==> src/sv/ssm_pkg.sv <==
`timescale 1ns / 1ps

package ssm_pkg;

	// Field widths
	localparam int unsigned TEMP_W  = 13;
	localparam int unsigned MA_W    = 15;
	localparam int unsigned MV_W    = 16;
	localparam int unsigned TS_W    = 32;
	localparam int unsigned CODE_W  = 3;
	localparam int unsigned CMD_W   = 2;
	localparam int unsigned CFG_IDX_W  = 3;
	localparam int unsigned CFG_DATA_W = 16;
	localparam int unsigned DELAY_MS_W = 20;
	localparam int unsigned LIMIT_MS_W = 24;
	localparam int unsigned TICK_W     = 7;

	// Command codes
	localparam logic [CMD_W-1:0] CMD_UPDATE  = 2'd0;
	localparam logic [CMD_W-1:0] CMD_FAULT   = 2'd1;
	localparam logic [CMD_W-1:0] CMD_REQUEST = 2'd2;
	localparam logic [CMD_W-1:0] CMD_NOP     = 2'd3;

	// External mode codes
	localparam logic [CODE_W-1:0] CODE_SLEEP = 3'd0;
	localparam logic [CODE_W-1:0] CODE_RUN   = 3'd1;
	localparam logic [CODE_W-1:0] CODE_PRE   = 3'd2;
	localparam logic [CODE_W-1:0] CODE_STBY  = 3'd3;
	localparam logic [CODE_W-1:0] CODE_EMER  = 3'd4;
	localparam logic [CODE_W-1:0] CODE_HALT  = 3'd5;

	// Configuration register indexes
	localparam logic [CFG_IDX_W-1:0] REG_STANDBY_DELAY = 3'd0;
	localparam logic [CFG_IDX_W-1:0] REG_HEAT_LIMIT    = 3'd1;
	localparam logic [CFG_IDX_W-1:0] REG_STBY_TEMP     = 3'd2;
	localparam logic [CFG_IDX_W-1:0] REG_SLEEP_TIMEOUT = 3'd3;
	localparam logic [CFG_IDX_W-1:0] REG_SHUTDOWN_TEMP = 3'd4;
	localparam logic [CFG_IDX_W-1:0] REG_MIN_BUS_MV    = 3'd5;

	// Time scaling and thresholds
	localparam logic [DELAY_MS_W-1:0] MS_PER_S   = 20'd1000;
	localparam logic [LIMIT_MS_W-1:0] MS_PER_MIN = 24'd60000;
	localparam logic [TEMP_W-1:0] TIP_DELTA     = 13'd50;
	localparam logic [TEMP_W-1:0] TIP_COLD_TEMP = 13'd350;
	localparam logic [MA_W-1:0]   TIP_IDLE_MA   = 15'd50;
	localparam logic [TICK_W-1:0] STARTUP_TICKS = 7'd100;

	// Reset values of the configuration registers
	localparam logic [DELAY_MS_W-1:0] RST_STANDBY_DELAY_MS = 20'd10000;
	localparam logic [LIMIT_MS_W-1:0] RST_HEAT_LIMIT_MS    = 24'd0;
	localparam logic [TEMP_W-1:0]     RST_STBY_TEMP        = 13'd1500;
	localparam logic [LIMIT_MS_W-1:0] RST_SLEEP_MS         = 24'd600000;
	localparam logic [TEMP_W-1:0]     RST_SHUTDOWN_TEMP    = 13'd4900;
	localparam logic [MV_W-1:0]       RST_MIN_BUS_MV       = 16'd8000;

	typedef enum logic [5:0] {
		M_SLEEP = 6'b000001,
		M_RUN   = 6'b000010,
		M_PRE   = 6'b000100,
		M_STBY  = 6'b001000,
		M_EMER  = 6'b010000,
		M_HALT  = 6'b100000
	} mode_t;

	typedef struct packed {
		logic [DELAY_MS_W-1:0] standby_delay_ms;
		logic [LIMIT_MS_W-1:0] heat_limit_ms;
		logic [TEMP_W-1:0]     stby_temp;
		logic [LIMIT_MS_W-1:0] sleep_ms;
		logic [TEMP_W-1:0]     shutdown_temp;
		logic [MV_W-1:0]       min_bus_mv;
	} cfg_t;

	typedef struct packed {
		logic [CMD_W-1:0]  cmd;
		logic              docked;
		logic [TEMP_W-1:0] temp_now;
		logic [TEMP_W-1:0] temp_prev;
		logic [MA_W-1:0]   heater_ma;
		logic [MV_W-1:0]   bus_mv;
		logic [TEMP_W-1:0] target_temp;
		logic [TS_W-1:0]   now_ms;
		logic [CODE_W-1:0] req_state;
	} item_t;

	typedef struct packed {
		mode_t             mode;
		mode_t             prior;
		logic [TEMP_W-1:0] setpoint;
		logic [TS_W-1:0]   run_start;
		logic [TS_W-1:0]   pre_start;
		logic [TS_W-1:0]   stby_start;
		logic              was_docked;
		logic              tip_present;
		logic [TICK_W-1:0] startup_cnt;
	} ctx_t;

	// Map an internal mode to its external code
	function automatic logic [CODE_W-1:0] mode_code(mode_t m);
		logic [CODE_W-1:0] c;
		unique case (m)
			M_RUN:   c = CODE_RUN;
			M_PRE:   c = CODE_PRE;
			M_STBY:  c = CODE_STBY;
			M_EMER:  c = CODE_EMER;
			M_HALT:  c = CODE_HALT;
			default: c = CODE_SLEEP;
		endcase
		return c;
	endfunction

endpackage

==> src/sv/ssm_if.sv <==
`timescale 1ns / 1ps

interface ssm_req_if;
	import ssm_pkg::*;

	logic              valid;
	logic              ready;
	logic [CMD_W-1:0]  cmd;
	logic              docked;
	logic [TEMP_W-1:0] temp_now;
	logic [TEMP_W-1:0] temp_prev;
	logic [MA_W-1:0]   heater_ma;
	logic [MV_W-1:0]   bus_mv;
	logic [TEMP_W-1:0] target_temp;
	logic [TS_W-1:0]   now_ms;
	logic [CODE_W-1:0] req_state;

	modport source (
		output valid, cmd, docked, temp_now, temp_prev, heater_ma, bus_mv,
			target_temp, now_ms, req_state,
		input ready
	);
	modport sink (
		input valid, cmd, docked, temp_now, temp_prev, heater_ma, bus_mv,
			target_temp, now_ms, req_state,
		output ready
	);
endinterface

interface ssm_rsp_if;
	import ssm_pkg::*;

	logic              valid;
	logic              ready;
	logic [CODE_W-1:0] mode;
	logic [CODE_W-1:0] prior_mode;
	logic [TEMP_W-1:0] setpoint;
	logic              heat_cut_pulse;
	logic              beep_double;

	modport source (
		output valid, mode, prior_mode, setpoint, heat_cut_pulse, beep_double,
		input ready
	);
	modport sink (
		input valid, mode, prior_mode, setpoint, heat_cut_pulse, beep_double,
		output ready
	);
endinterface

==> src/sv/ssm_cfg.sv <==
`timescale 1ns / 1ps

module ssm_cfg (
	input  logic                           clk,
	input  logic                           arst_n,
	input  logic                           we,
	input  logic [ssm_pkg::CFG_IDX_W-1:0]  index,
	input  logic [ssm_pkg::CFG_DATA_W-1:0] wdata,
	output ssm_pkg::cfg_t                  cfg
);
	import ssm_pkg::*;

	cfg_t cfg_q;

	// Store registers, with timeouts scaled to milliseconds on write
	always_ff @(posedge clk or negedge arst_n) begin
		if (!arst_n) begin
			cfg_q.standby_delay_ms <= RST_STANDBY_DELAY_MS;
			cfg_q.heat_limit_ms    <= RST_HEAT_LIMIT_MS;
			cfg_q.stby_temp        <= RST_STBY_TEMP;
			cfg_q.sleep_ms         <= RST_SLEEP_MS;
			cfg_q.shutdown_temp    <= RST_SHUTDOWN_TEMP;
			cfg_q.min_bus_mv       <= RST_MIN_BUS_MV;
		end else if (we) begin
			unique case (index)
				REG_STANDBY_DELAY: cfg_q.standby_delay_ms <=
					DELAY_MS_W'(wdata[9:0]) * MS_PER_S;
				REG_HEAT_LIMIT:    cfg_q.heat_limit_ms <=
					LIMIT_MS_W'(wdata[7:0]) * MS_PER_MIN;
				REG_STBY_TEMP:     cfg_q.stby_temp <= wdata[TEMP_W-1:0];
				REG_SLEEP_TIMEOUT: cfg_q.sleep_ms <=
					LIMIT_MS_W'(wdata[7:0]) * MS_PER_MIN;
				REG_SHUTDOWN_TEMP: cfg_q.shutdown_temp <= wdata[TEMP_W-1:0];
				REG_MIN_BUS_MV:    cfg_q.min_bus_mv <= wdata[MV_W-1:0];
				default: ;
			endcase
		end
	end

	assign cfg = cfg_q;

endmodule

==> src/sv/ssm_step.sv <==
`timescale 1ns / 1ps

module ssm_step (
	input  ssm_pkg::ctx_t  ctx,
	input  ssm_pkg::item_t item,
	input  ssm_pkg::cfg_t  cfg,
	output ssm_pkg::ctx_t  ctx_nxt,
	output logic           heat_cut,
	output logic           beep
);
	import ssm_pkg::*;

	typedef struct packed {
		ctx_t ctx;
		logic off;
		logic beep;
	} step_t;

	// Change mode and run the entry actions of the new mode
	function automatic step_t enter(step_t s, mode_t nxt, logic [TS_W-1:0] now,
			logic [TEMP_W-1:0] target);
		step_t r;
		r = s;
		if (nxt != s.ctx.mode) begin
			r.ctx.prior = s.ctx.mode;
			r.ctx.mode  = nxt;
			unique case (nxt)
				M_RUN: begin
					r.ctx.setpoint  = target;
					r.ctx.run_start = now;
				end
				M_PRE:  r.ctx.pre_start  = now;
				M_STBY: r.ctx.stby_start = now;
				M_EMER: begin
					r.ctx.setpoint = '0;
					r.off  = 1'b1;
					r.beep = 1'b1;
				end
				default: begin
					r.ctx.setpoint = '0;
					r.off = 1'b1;
				end
			endcase
		end
		return r;
	endfunction

	// Decode a requested state code
	function automatic mode_t code_mode(logic [CODE_W-1:0] c);
		mode_t m;
		unique case (c)
			CODE_RUN:  m = M_RUN;
			CODE_PRE:  m = M_PRE;
			CODE_STBY: m = M_STBY;
			CODE_EMER: m = M_EMER;
			CODE_HALT: m = M_HALT;
			default:   m = M_SLEEP;
		endcase
		return m;
	endfunction

	logic [TEMP_W-1:0] delta;
	logic [TS_W-1:0]   run_el, pre_el, stby_el;
	logic              heat_due, pre_due, sleep_due;
	logic [TEMP_W-1:0] stby_sp;
	step_t             s;

	// Elapsed times on the wrapping timestamp
	assign delta   = (item.temp_now > item.temp_prev) ? item.temp_now - item.temp_prev
		: item.temp_prev - item.temp_now;
	assign run_el  = item.now_ms - ctx.run_start;
	assign pre_el  = item.now_ms - ctx.pre_start;
	assign stby_el = item.now_ms - ctx.stby_start;
	assign heat_due  = (cfg.heat_limit_ms != '0) && (run_el >= TS_W'(cfg.heat_limit_ms));
	assign pre_due   = pre_el >= TS_W'(cfg.standby_delay_ms);
	assign sleep_due = (cfg.sleep_ms != '0) && (stby_el >= TS_W'(cfg.sleep_ms));
	assign stby_sp   = (cfg.stby_temp > item.target_temp) ? item.target_temp
		: cfg.stby_temp;

	// Apply one request to the mode context
	always_comb begin
		s.ctx  = ctx;
		s.off  = 1'b0;
		s.beep = 1'b0;
		unique case (item.cmd)
			CMD_UPDATE: begin
				if (delta > TIP_DELTA) begin
					s.ctx.tip_present = 1'b1;
				end else if (item.heater_ma < TIP_IDLE_MA && item.temp_now < TIP_COLD_TEMP) begin
					s.ctx.tip_present = 1'b0;
				end
				unique case (ctx.mode)
					M_RUN: begin
						s.ctx.setpoint = item.target_temp;
						if (item.docked && !ctx.was_docked) begin
							s = enter(s, (cfg.standby_delay_ms != '0) ? M_PRE : M_STBY,
								item.now_ms, item.target_temp);
						end
						if (heat_due) begin
							s = enter(s, M_EMER, item.now_ms, item.target_temp);
						end
					end
					M_PRE: begin
						if (!item.docked && ctx.was_docked) begin
							s = enter(s, M_RUN, item.now_ms, item.target_temp);
						end else if (pre_due) begin
							s = enter(s, M_STBY, item.now_ms, item.target_temp);
						end
					end
					M_STBY: begin
						if (!item.docked) begin
							s = enter(s, M_RUN, item.now_ms, item.target_temp);
						end else begin
							s.ctx.setpoint = stby_sp;
							if (sleep_due) begin
								s = enter(s, M_SLEEP, item.now_ms, item.target_temp);
							end
						end
					end
					M_SLEEP: begin
						s.ctx.setpoint = '0;
						s.off = 1'b1;
						if (!item.docked && s.ctx.tip_present) begin
							s = enter(s, M_RUN, item.now_ms, item.target_temp);
						end
					end
					default: begin
						s.ctx.setpoint = '0;
						s.off = 1'b1;
					end
				endcase
				s.ctx.was_docked = item.docked;
			end
			CMD_FAULT: begin
				if (ctx.startup_cnt < STARTUP_TICKS) begin
					s.ctx.startup_cnt = ctx.startup_cnt + 1'b1;
				end else if (item.temp_now > cfg.shutdown_temp) begin
					s = enter(s, M_EMER, item.now_ms, item.target_temp);
				end else if (item.bus_mv < cfg.min_bus_mv && ctx.mode == M_RUN) begin
					s = enter(s, M_EMER, item.now_ms, item.target_temp);
				end
			end
			CMD_REQUEST: begin
				if (item.req_state <= CODE_HALT) begin
					s = enter(s, code_mode(item.req_state), item.now_ms, item.target_temp);
				end
			end
			CMD_NOP: ;
			default: ;
		endcase
	end

	assign ctx_nxt  = s.ctx;
	assign heat_cut = s.off;
	assign beep     = s.beep;

endmodule

==> src/sv/solder_station_mode_fsm_core.sv <==
`timescale 1ns / 1ps

// Soldering-station mode machine.
// req_ch carries one command per request: update tick, fault-check tick or
// forced state change. rsp_ch returns exactly one result per request: mode,
// prior mode, setpoint and the heater-off and double-beep pulses.
// cfg_we/cfg_index/cfg_wdata write the six settings; write only while no
// request is in flight. Timeouts are scaled to milliseconds as they are written.
// A request accepted into the input register is processed by one pass of
// compare logic, and its result is loaded into the output register.
// Throughput: one request per cycle while rsp_ch.ready is high; the mode
// context loads at the same edge as the result, so the next request sees it.
// The output register holds its result while rsp_ch.ready is low; the input
// register then still takes one more request, and req_ch.ready drops once
// both are full.
// Reset (arst_n low) clears both registers, puts the machine in sleep with a
// zero setpoint and zeroed timestamps, and restores the default settings.
module solder_station_mode_fsm_core (
	input  logic                           clk,
	input  logic                           arst_n,
	input  logic                           cfg_we,
	input  logic [ssm_pkg::CFG_IDX_W-1:0]  cfg_index,
	input  logic [ssm_pkg::CFG_DATA_W-1:0] cfg_wdata,
	ssm_req_if.sink                        req_ch,
	ssm_rsp_if.source                      rsp_ch
);
	import ssm_pkg::*;

	cfg_t  cfg;
	item_t item_s1;
	logic  valid_s1;
	ctx_t  ctx_q;
	ctx_t  ctx_nxt;
	logic  heat_cut, beep;
	logic  advance;

	logic              rsp_valid_q;
	logic [CODE_W-1:0] mode_q, prior_q;
	logic [TEMP_W-1:0] setpoint_q;
	logic              off_q, beep_q;

	ssm_cfg u_cfg (
		.clk    (clk),
		.arst_n (arst_n),
		.we     (cfg_we),
		.index  (cfg_index),
		.wdata  (cfg_wdata),
		.cfg    (cfg)
	);

	ssm_step u_step (
		.ctx      (ctx_q),
		.item     (item_s1),
		.cfg      (cfg),
		.ctx_nxt  (ctx_nxt),
		.heat_cut (heat_cut),
		.beep     (beep)
	);

	// Advance when the output register is free or being drained
	assign advance      = valid_s1 && (!rsp_valid_q || rsp_ch.ready);
	assign req_ch.ready = !valid_s1 || advance;

	// Input register
	always_ff @(posedge clk or negedge arst_n) begin
		if (!arst_n) begin
			valid_s1 <= 1'b0;
		end else if (req_ch.ready) begin
			valid_s1 <= req_ch.valid;
		end
	end

	always_ff @(posedge clk) begin
		if (req_ch.valid && req_ch.ready) begin
			item_s1.cmd         <= req_ch.cmd;
			item_s1.docked      <= req_ch.docked;
			item_s1.temp_now    <= req_ch.temp_now;
			item_s1.temp_prev   <= req_ch.temp_prev;
			item_s1.heater_ma   <= req_ch.heater_ma;
			item_s1.bus_mv      <= req_ch.bus_mv;
			item_s1.target_temp <= req_ch.target_temp;
			item_s1.now_ms      <= req_ch.now_ms;
			item_s1.req_state   <= req_ch.req_state;
		end
	end

	// Mode context
	always_ff @(posedge clk or negedge arst_n) begin
		if (!arst_n) begin
			ctx_q.mode        <= M_SLEEP;
			ctx_q.prior       <= M_SLEEP;
			ctx_q.setpoint    <= '0;
			ctx_q.run_start   <= '0;
			ctx_q.pre_start   <= '0;
			ctx_q.stby_start  <= '0;
			ctx_q.was_docked  <= 1'b0;
			ctx_q.tip_present <= 1'b0;
			ctx_q.startup_cnt <= '0;
		end else if (advance) begin
			ctx_q <= ctx_nxt;
		end
	end

	// Output register
	always_ff @(posedge clk or negedge arst_n) begin
		if (!arst_n) begin
			rsp_valid_q <= 1'b0;
		end else if (advance) begin
			rsp_valid_q <= 1'b1;
		end else if (rsp_ch.ready) begin
			rsp_valid_q <= 1'b0;
		end
	end

	always_ff @(posedge clk) begin
		if (advance) begin
			mode_q     <= mode_code(ctx_nxt.mode);
			prior_q    <= mode_code(ctx_nxt.prior);
			setpoint_q <= ctx_nxt.setpoint;
			off_q      <= heat_cut;
			beep_q     <= beep;
		end
	end

	assign rsp_ch.valid          = rsp_valid_q;
	assign rsp_ch.mode           = mode_q;
	assign rsp_ch.prior_mode     = prior_q;
	assign rsp_ch.setpoint       = setpoint_q;
	assign rsp_ch.heat_cut_pulse = off_q;
	assign rsp_ch.beep_double    = beep_q;

endmodule
==> src/flat_wrapper.sv <==
// flat-port wrapper written by rule: the top's interface ports become plain ports
module solder_station_mode_fsm_core_flat import ssm_pkg::*;
  (clk, arst_n, cfg_we, cfg_index, cfg_wdata, req_ch_valid, req_ch_cmd, req_ch_docked, req_ch_temp_now, req_ch_temp_prev, req_ch_heater_ma, req_ch_bus_mv, req_ch_target_temp, req_ch_now_ms, req_ch_req_state, req_ch_ready, rsp_ch_valid, rsp_ch_mode, rsp_ch_prior_mode, rsp_ch_setpoint, rsp_ch_heat_cut_pulse, rsp_ch_beep_double, rsp_ch_ready);
  ssm_req_if req_ch_i ();
  ssm_rsp_if rsp_ch_i ();
  input  logic clk;
  input  logic arst_n;
  input  logic cfg_we;
  input  logic [ssm_pkg::CFG_IDX_W-1:0] cfg_index;
  input  logic [ssm_pkg::CFG_DATA_W-1:0] cfg_wdata;
  input wire logic [$bits(req_ch_i.valid)-1:0] req_ch_valid;
  input wire logic [$bits(req_ch_i.cmd)-1:0] req_ch_cmd;
  input wire logic [$bits(req_ch_i.docked)-1:0] req_ch_docked;
  input wire logic [$bits(req_ch_i.temp_now)-1:0] req_ch_temp_now;
  input wire logic [$bits(req_ch_i.temp_prev)-1:0] req_ch_temp_prev;
  input wire logic [$bits(req_ch_i.heater_ma)-1:0] req_ch_heater_ma;
  input wire logic [$bits(req_ch_i.bus_mv)-1:0] req_ch_bus_mv;
  input wire logic [$bits(req_ch_i.target_temp)-1:0] req_ch_target_temp;
  input wire logic [$bits(req_ch_i.now_ms)-1:0] req_ch_now_ms;
  input wire logic [$bits(req_ch_i.req_state)-1:0] req_ch_req_state;
  output wire logic [$bits(req_ch_i.ready)-1:0] req_ch_ready;
  output wire logic [$bits(rsp_ch_i.valid)-1:0] rsp_ch_valid;
  output wire logic [$bits(rsp_ch_i.mode)-1:0] rsp_ch_mode;
  output wire logic [$bits(rsp_ch_i.prior_mode)-1:0] rsp_ch_prior_mode;
  output wire logic [$bits(rsp_ch_i.setpoint)-1:0] rsp_ch_setpoint;
  output wire logic [$bits(rsp_ch_i.heat_cut_pulse)-1:0] rsp_ch_heat_cut_pulse;
  output wire logic [$bits(rsp_ch_i.beep_double)-1:0] rsp_ch_beep_double;
  input wire logic [$bits(rsp_ch_i.ready)-1:0] rsp_ch_ready;
  assign req_ch_i.valid = req_ch_valid;
  assign req_ch_i.cmd = req_ch_cmd;
  assign req_ch_i.docked = req_ch_docked;
  assign req_ch_i.temp_now = req_ch_temp_now;
  assign req_ch_i.temp_prev = req_ch_temp_prev;
  assign req_ch_i.heater_ma = req_ch_heater_ma;
  assign req_ch_i.bus_mv = req_ch_bus_mv;
  assign req_ch_i.target_temp = req_ch_target_temp;
  assign req_ch_i.now_ms = req_ch_now_ms;
  assign req_ch_i.req_state = req_ch_req_state;
  assign req_ch_ready = req_ch_i.ready;
  assign rsp_ch_valid = rsp_ch_i.valid;
  assign rsp_ch_mode = rsp_ch_i.mode;
  assign rsp_ch_prior_mode = rsp_ch_i.prior_mode;
  assign rsp_ch_setpoint = rsp_ch_i.setpoint;
  assign rsp_ch_heat_cut_pulse = rsp_ch_i.heat_cut_pulse;
  assign rsp_ch_beep_double = rsp_ch_i.beep_double;
  assign rsp_ch_i.ready = rsp_ch_ready;
  solder_station_mode_fsm_core u_core (.clk(clk), .arst_n(arst_n), .cfg_we(cfg_we), .cfg_index(cfg_index), .cfg_wdata(cfg_wdata), .req_ch(req_ch_i), .rsp_ch(rsp_ch_i));
endmodule
==> config.mk <==
export PLATFORM = sky130hd
export DESIGN_NAME = solder_station_mode_fsm_core_flat
export DESIGN_NICKNAME = d
export VERILOG_FILES = /design/src/sv/ssm_pkg.sv /design/src/sv/ssm_if.sv /design/src/sv/ssm_cfg.sv /design/src/sv/ssm_step.sv /design/src/sv/solder_station_mode_fsm_core.sv /design/src/flat_wrapper.sv
export SDC_FILE = /design/constraint.sdc
export NUM_CORES = 1
export LEC_CHECK = 0
export BUFFER_PORTS_ARGS = -buffer_cell sky130_fd_sc_hd__buf_4
export CAP_MARGIN = 20
export CORE_MARGIN = 5
export CORE_UTILIZATION = 63
export CTS_BUF_LIST = sky130_fd_sc_hd__clkbuf_8 sky130_fd_sc_hd__clkbuf_16
export CTS_CLUSTER_SIZE = 12
export DETAILED_ROUTE_END_ITERATION = 8
export PLACE_DENSITY_LB_ADDON = 0.2
export SYNTH_ARGS = -nofsm -noshare
export SYNTH_HDL_FRONTEND = slang
export SYNTH_SLANG_ARGS = --single-unit
==> constraint.sdc <==
create_clock -name clk -period 6 [get_ports clk]
set_input_delay 1.2 -clock clk [delete_from_list [all_inputs] [get_ports clk]]
set_output_delay 1.2 -clock clk [all_outputs]
set_load 0.05 [all_outputs]
==> metrics.yaml <==
grt_setup_unrepaired: "true"
vias: 24400
die_area_um2: 47000
rrSetupSlack_ns: -0.06
io_buffer_count: 153
routabilityCongestion: 0.974
worst-setup-path-type: "register to register"
cts-hold-fix-buffers: 0
worst_hold_slack_ns: 0.483
max_stage_delay_ns: 0.42
slew_viol_final: 0
place_ws_ns: -0.729
syn_area_per_cell_um2: 9.16
synth_largest_type_area_fraction_pct: 18.2
async_flop_share_pct: 64.1
relSlewSlack_pct: 34.6
yosysSeqAreaShare_pct: 35.7
grt_max_degree: 94
stdcell_area_um2: 31900
violations: "negative setup slack"
wl_per_cell_um: 21.9
hold_start: "u_core.ctx_q[116]$_DFFE_PN0P_"
syn-cell-area_um2: 26900
grt-ovfl-total: 0
max_cap_viol_count: 0
dpl.hpwl_mm: 63.1
crit_top_cell: "buf_4"
drc: 0
worst_pin_slew_ns: 0.956
cts_tree: "done"
root_buffer: "clkbuf_16"
min_path_type: "register to register"
worst_path_max_delay_cell: "a2111oi_4"
num-fill-cells: 2855
grt_pass1_vias: 25100
wl_mm: 84.4
rows: 75
synthToLayoutAreaGrowth_pct: 18.6
final_nets: 3762
insertion_delay_ns: 0.59
setup_viol: 3
dpl_cell_area_um2: 30000
initial_core_util_pct: 63.9
cp_max_fo: 6
hold_viol: 0
min_period_ns: 6.06
max-clock-path-buffers: 3
critPathCaptureType: "register"
mappedNetlistNets: 3429
cp_data_arrival_time_ns: 6.40
antenna_found_initial: 0
drive_above_1_share_pct: 19.4
clkTransAtPathRegs_ns: 0.06
critPathRequiredTime_ns: 6.35
drt-initial-drc-count: 2431
leakagePower_uw: 0.0148
synth_edf_count: 128
core_um2: 42100
timing.rr.start: "u_core.item_s1[3]$_DFFE_PP_"
clock-sinks: 357
drtAntennaViolNets: 0
yosysWarnings: 0
syn_inst: 2942
synth-main-ff-cell: "dfrtp_1"
h-tree-depth: 2
yosysTopAreaCell: "dfrtp_1"
yosys_register_bits: 357
power.density_nw_per_um2: 481
synth_area_leaders: "dfrtp_1, edfxtp_1, ha_1"
ios: 155
gr-usage-all-layers_pct: 35.0
ys_types: 94
worst_clock_skew_ns: 0.0175
drt_first_pass_iters: 8
peakVddDrop_v: 0.000279
viasPerCell: 6.35
dieHeight_um: 217
dieWidth_um: 217
fin_crit_sh_pct: 101
outcome: "finished with violations"
final.setup.worst_slack_ns: -0.0565
crit_start: "u_core.item_s1[3]$_DFFE_PP_"
crit_path_start_kind: "register"
grt_pass1_wl_mm: 132
setup_tns_ns: -0.0601
max_freq_mhz: 165
cts_buffers: 41
antenna_cells: 0
[synth_stat cells, drive strengths merged (30+ instances only)]
master	number
a21o	59
a21oi	176
nand2	324
mux2	70
xor2	44
edfxtp	128
fa	55
ha	300
dfrtp	196
clkbuf	83
xnor2	65
a211oi	33
inv	328
nor3	51
nand4	52
nor2	143
dfstp	33
o21ai	275
o21a	32
nand2b	30
nand3	54
[cells by family (layout without fill, tap and decap cells)]
logic type	count (synthesis)	count (layout)	share of synthesized area, %
AND/OR/NAND/NOR	821	821	14.6
AO/OA/AOI/OAI	796	796	18.8
buffers and inverters	427	793	6.18
flip-flops	357	357	35.7
adder cells (fa/ha/maj)	355	355	18.0
XOR/XNOR	109	109	3.54
multiplexers	77	77	3.19
[registers in the layout, summed over array words and instances, names as in the netlist, 3 cells and up]
signal,count
u_core.rsp_ch.setpoint,13
u_core.rsp_ch.prior_mode,3
u_core.u_cfg.cfg,97
u_core.item_s1,107
u_core.ctx_q,130
u_core.rsp_ch.mode,3
[layer usage]
layer	GRT usage [%]	share of wire, %	vias to the layer above	wire (µm)
li1	-	-	11200	-
met1	43.4	39	11800	32600
met2	60.3	49	1133	41200
met3	4.46	6.6	307	5580
met4	18.1	5.9	0	4950
met5	0	0	-	0
[power by group]
group	switching [µW]	internal, µW	total (µW)
logic	5170	3880	9050
clock network	1080	1510	2590
registers	472	3240	3710
[path summary, 6_finish.rpt]
kind                                                   endpoint  depth (start not counted)
worst max-delay path            u_core.rsp_ch.mode[1]$_DFFE_PP_                         30
worst max register to register  u_core.rsp_ch.mode[1]$_DFFE_PP_                         30
min in group asynchronous           u_core.valid_s1$_DFFE_PN0N_                          1
worst min register to register    u_core.ctx_q[116]$_DFFE_PN0P_                          2
worst min-delay path              u_core.ctx_q[116]$_DFFE_PN0P_                          2
max in group asynchronous          u_core.ctx_q[84]$_DFFE_PN0P_                          2
[what timing repair did]
| action | in CTS | in global routing |
|---|---|---|
| gates cloned | 0 | 1 |
| buffers inserted | 4 | 15 |
| pin swaps | 16 | 26 |
| gates resized for setup | 37 | 55 |
| endpoints found under the setup margin | 44 | 69 |
[metrics by stage]
stage | power (µW) | util [%] | instances
2_1_floorplan | 9240 | - | 2942
3_3_place_gp | 11700 | 71.2 | 3749
3_5_place_dp | 12100 | 71.2 | 3749
4_1_cts | 14900 | 74.9 | 3829
5_1_grt | 16400 | 75.8 | 3847
6_report | 15400 | 75.8 | 3847
[final cells by class]
cell class	instances	area [µm²]	area share, %
Multi-Input combinational cell	2158	16100	50.3
Sequential cell	357	9620	30.1
Timing Repair Buffer	389	2990	9.35
Inverter	328	1230	3.86
Clock buffer	44	1070	3.34
Tap cell	539	674	2.11
Clock inverter	32	298	0.932
[placed cells by master (no fill, tap or decap), types with 24 or more instances in the layout]
master and count:
buf_4 380, inv_1 341, nand2_1 321, ha_1 299
o21ai_0 254, dfrtp_1 196, a21oi_1 167, nor2_1 138
edfxtp_1 128, mux2_2 65, xnor2_1 64, a21o_1 59
fa_1 53, nand4_1 52, nand3_1 52, nor3_1 44
xor2_1 43, clkbuf_16 41, dfstp_2 33, o21a_1 32
and3_1 29, a211oi_1 29, nand2b_1 28, nor4_1 25
or3_1 24
[worst max-delay path: cells and delay by family (launching register included)]
family	cells	cell delay, ns
xor+xnor	2	0.36
buf+inv	6	0.86
flops	1	0.37
compound gates	9	2.00
simple gates	10	1.35
fa+ha+maj	3	0.88
(Power assumes the default switching activity.)
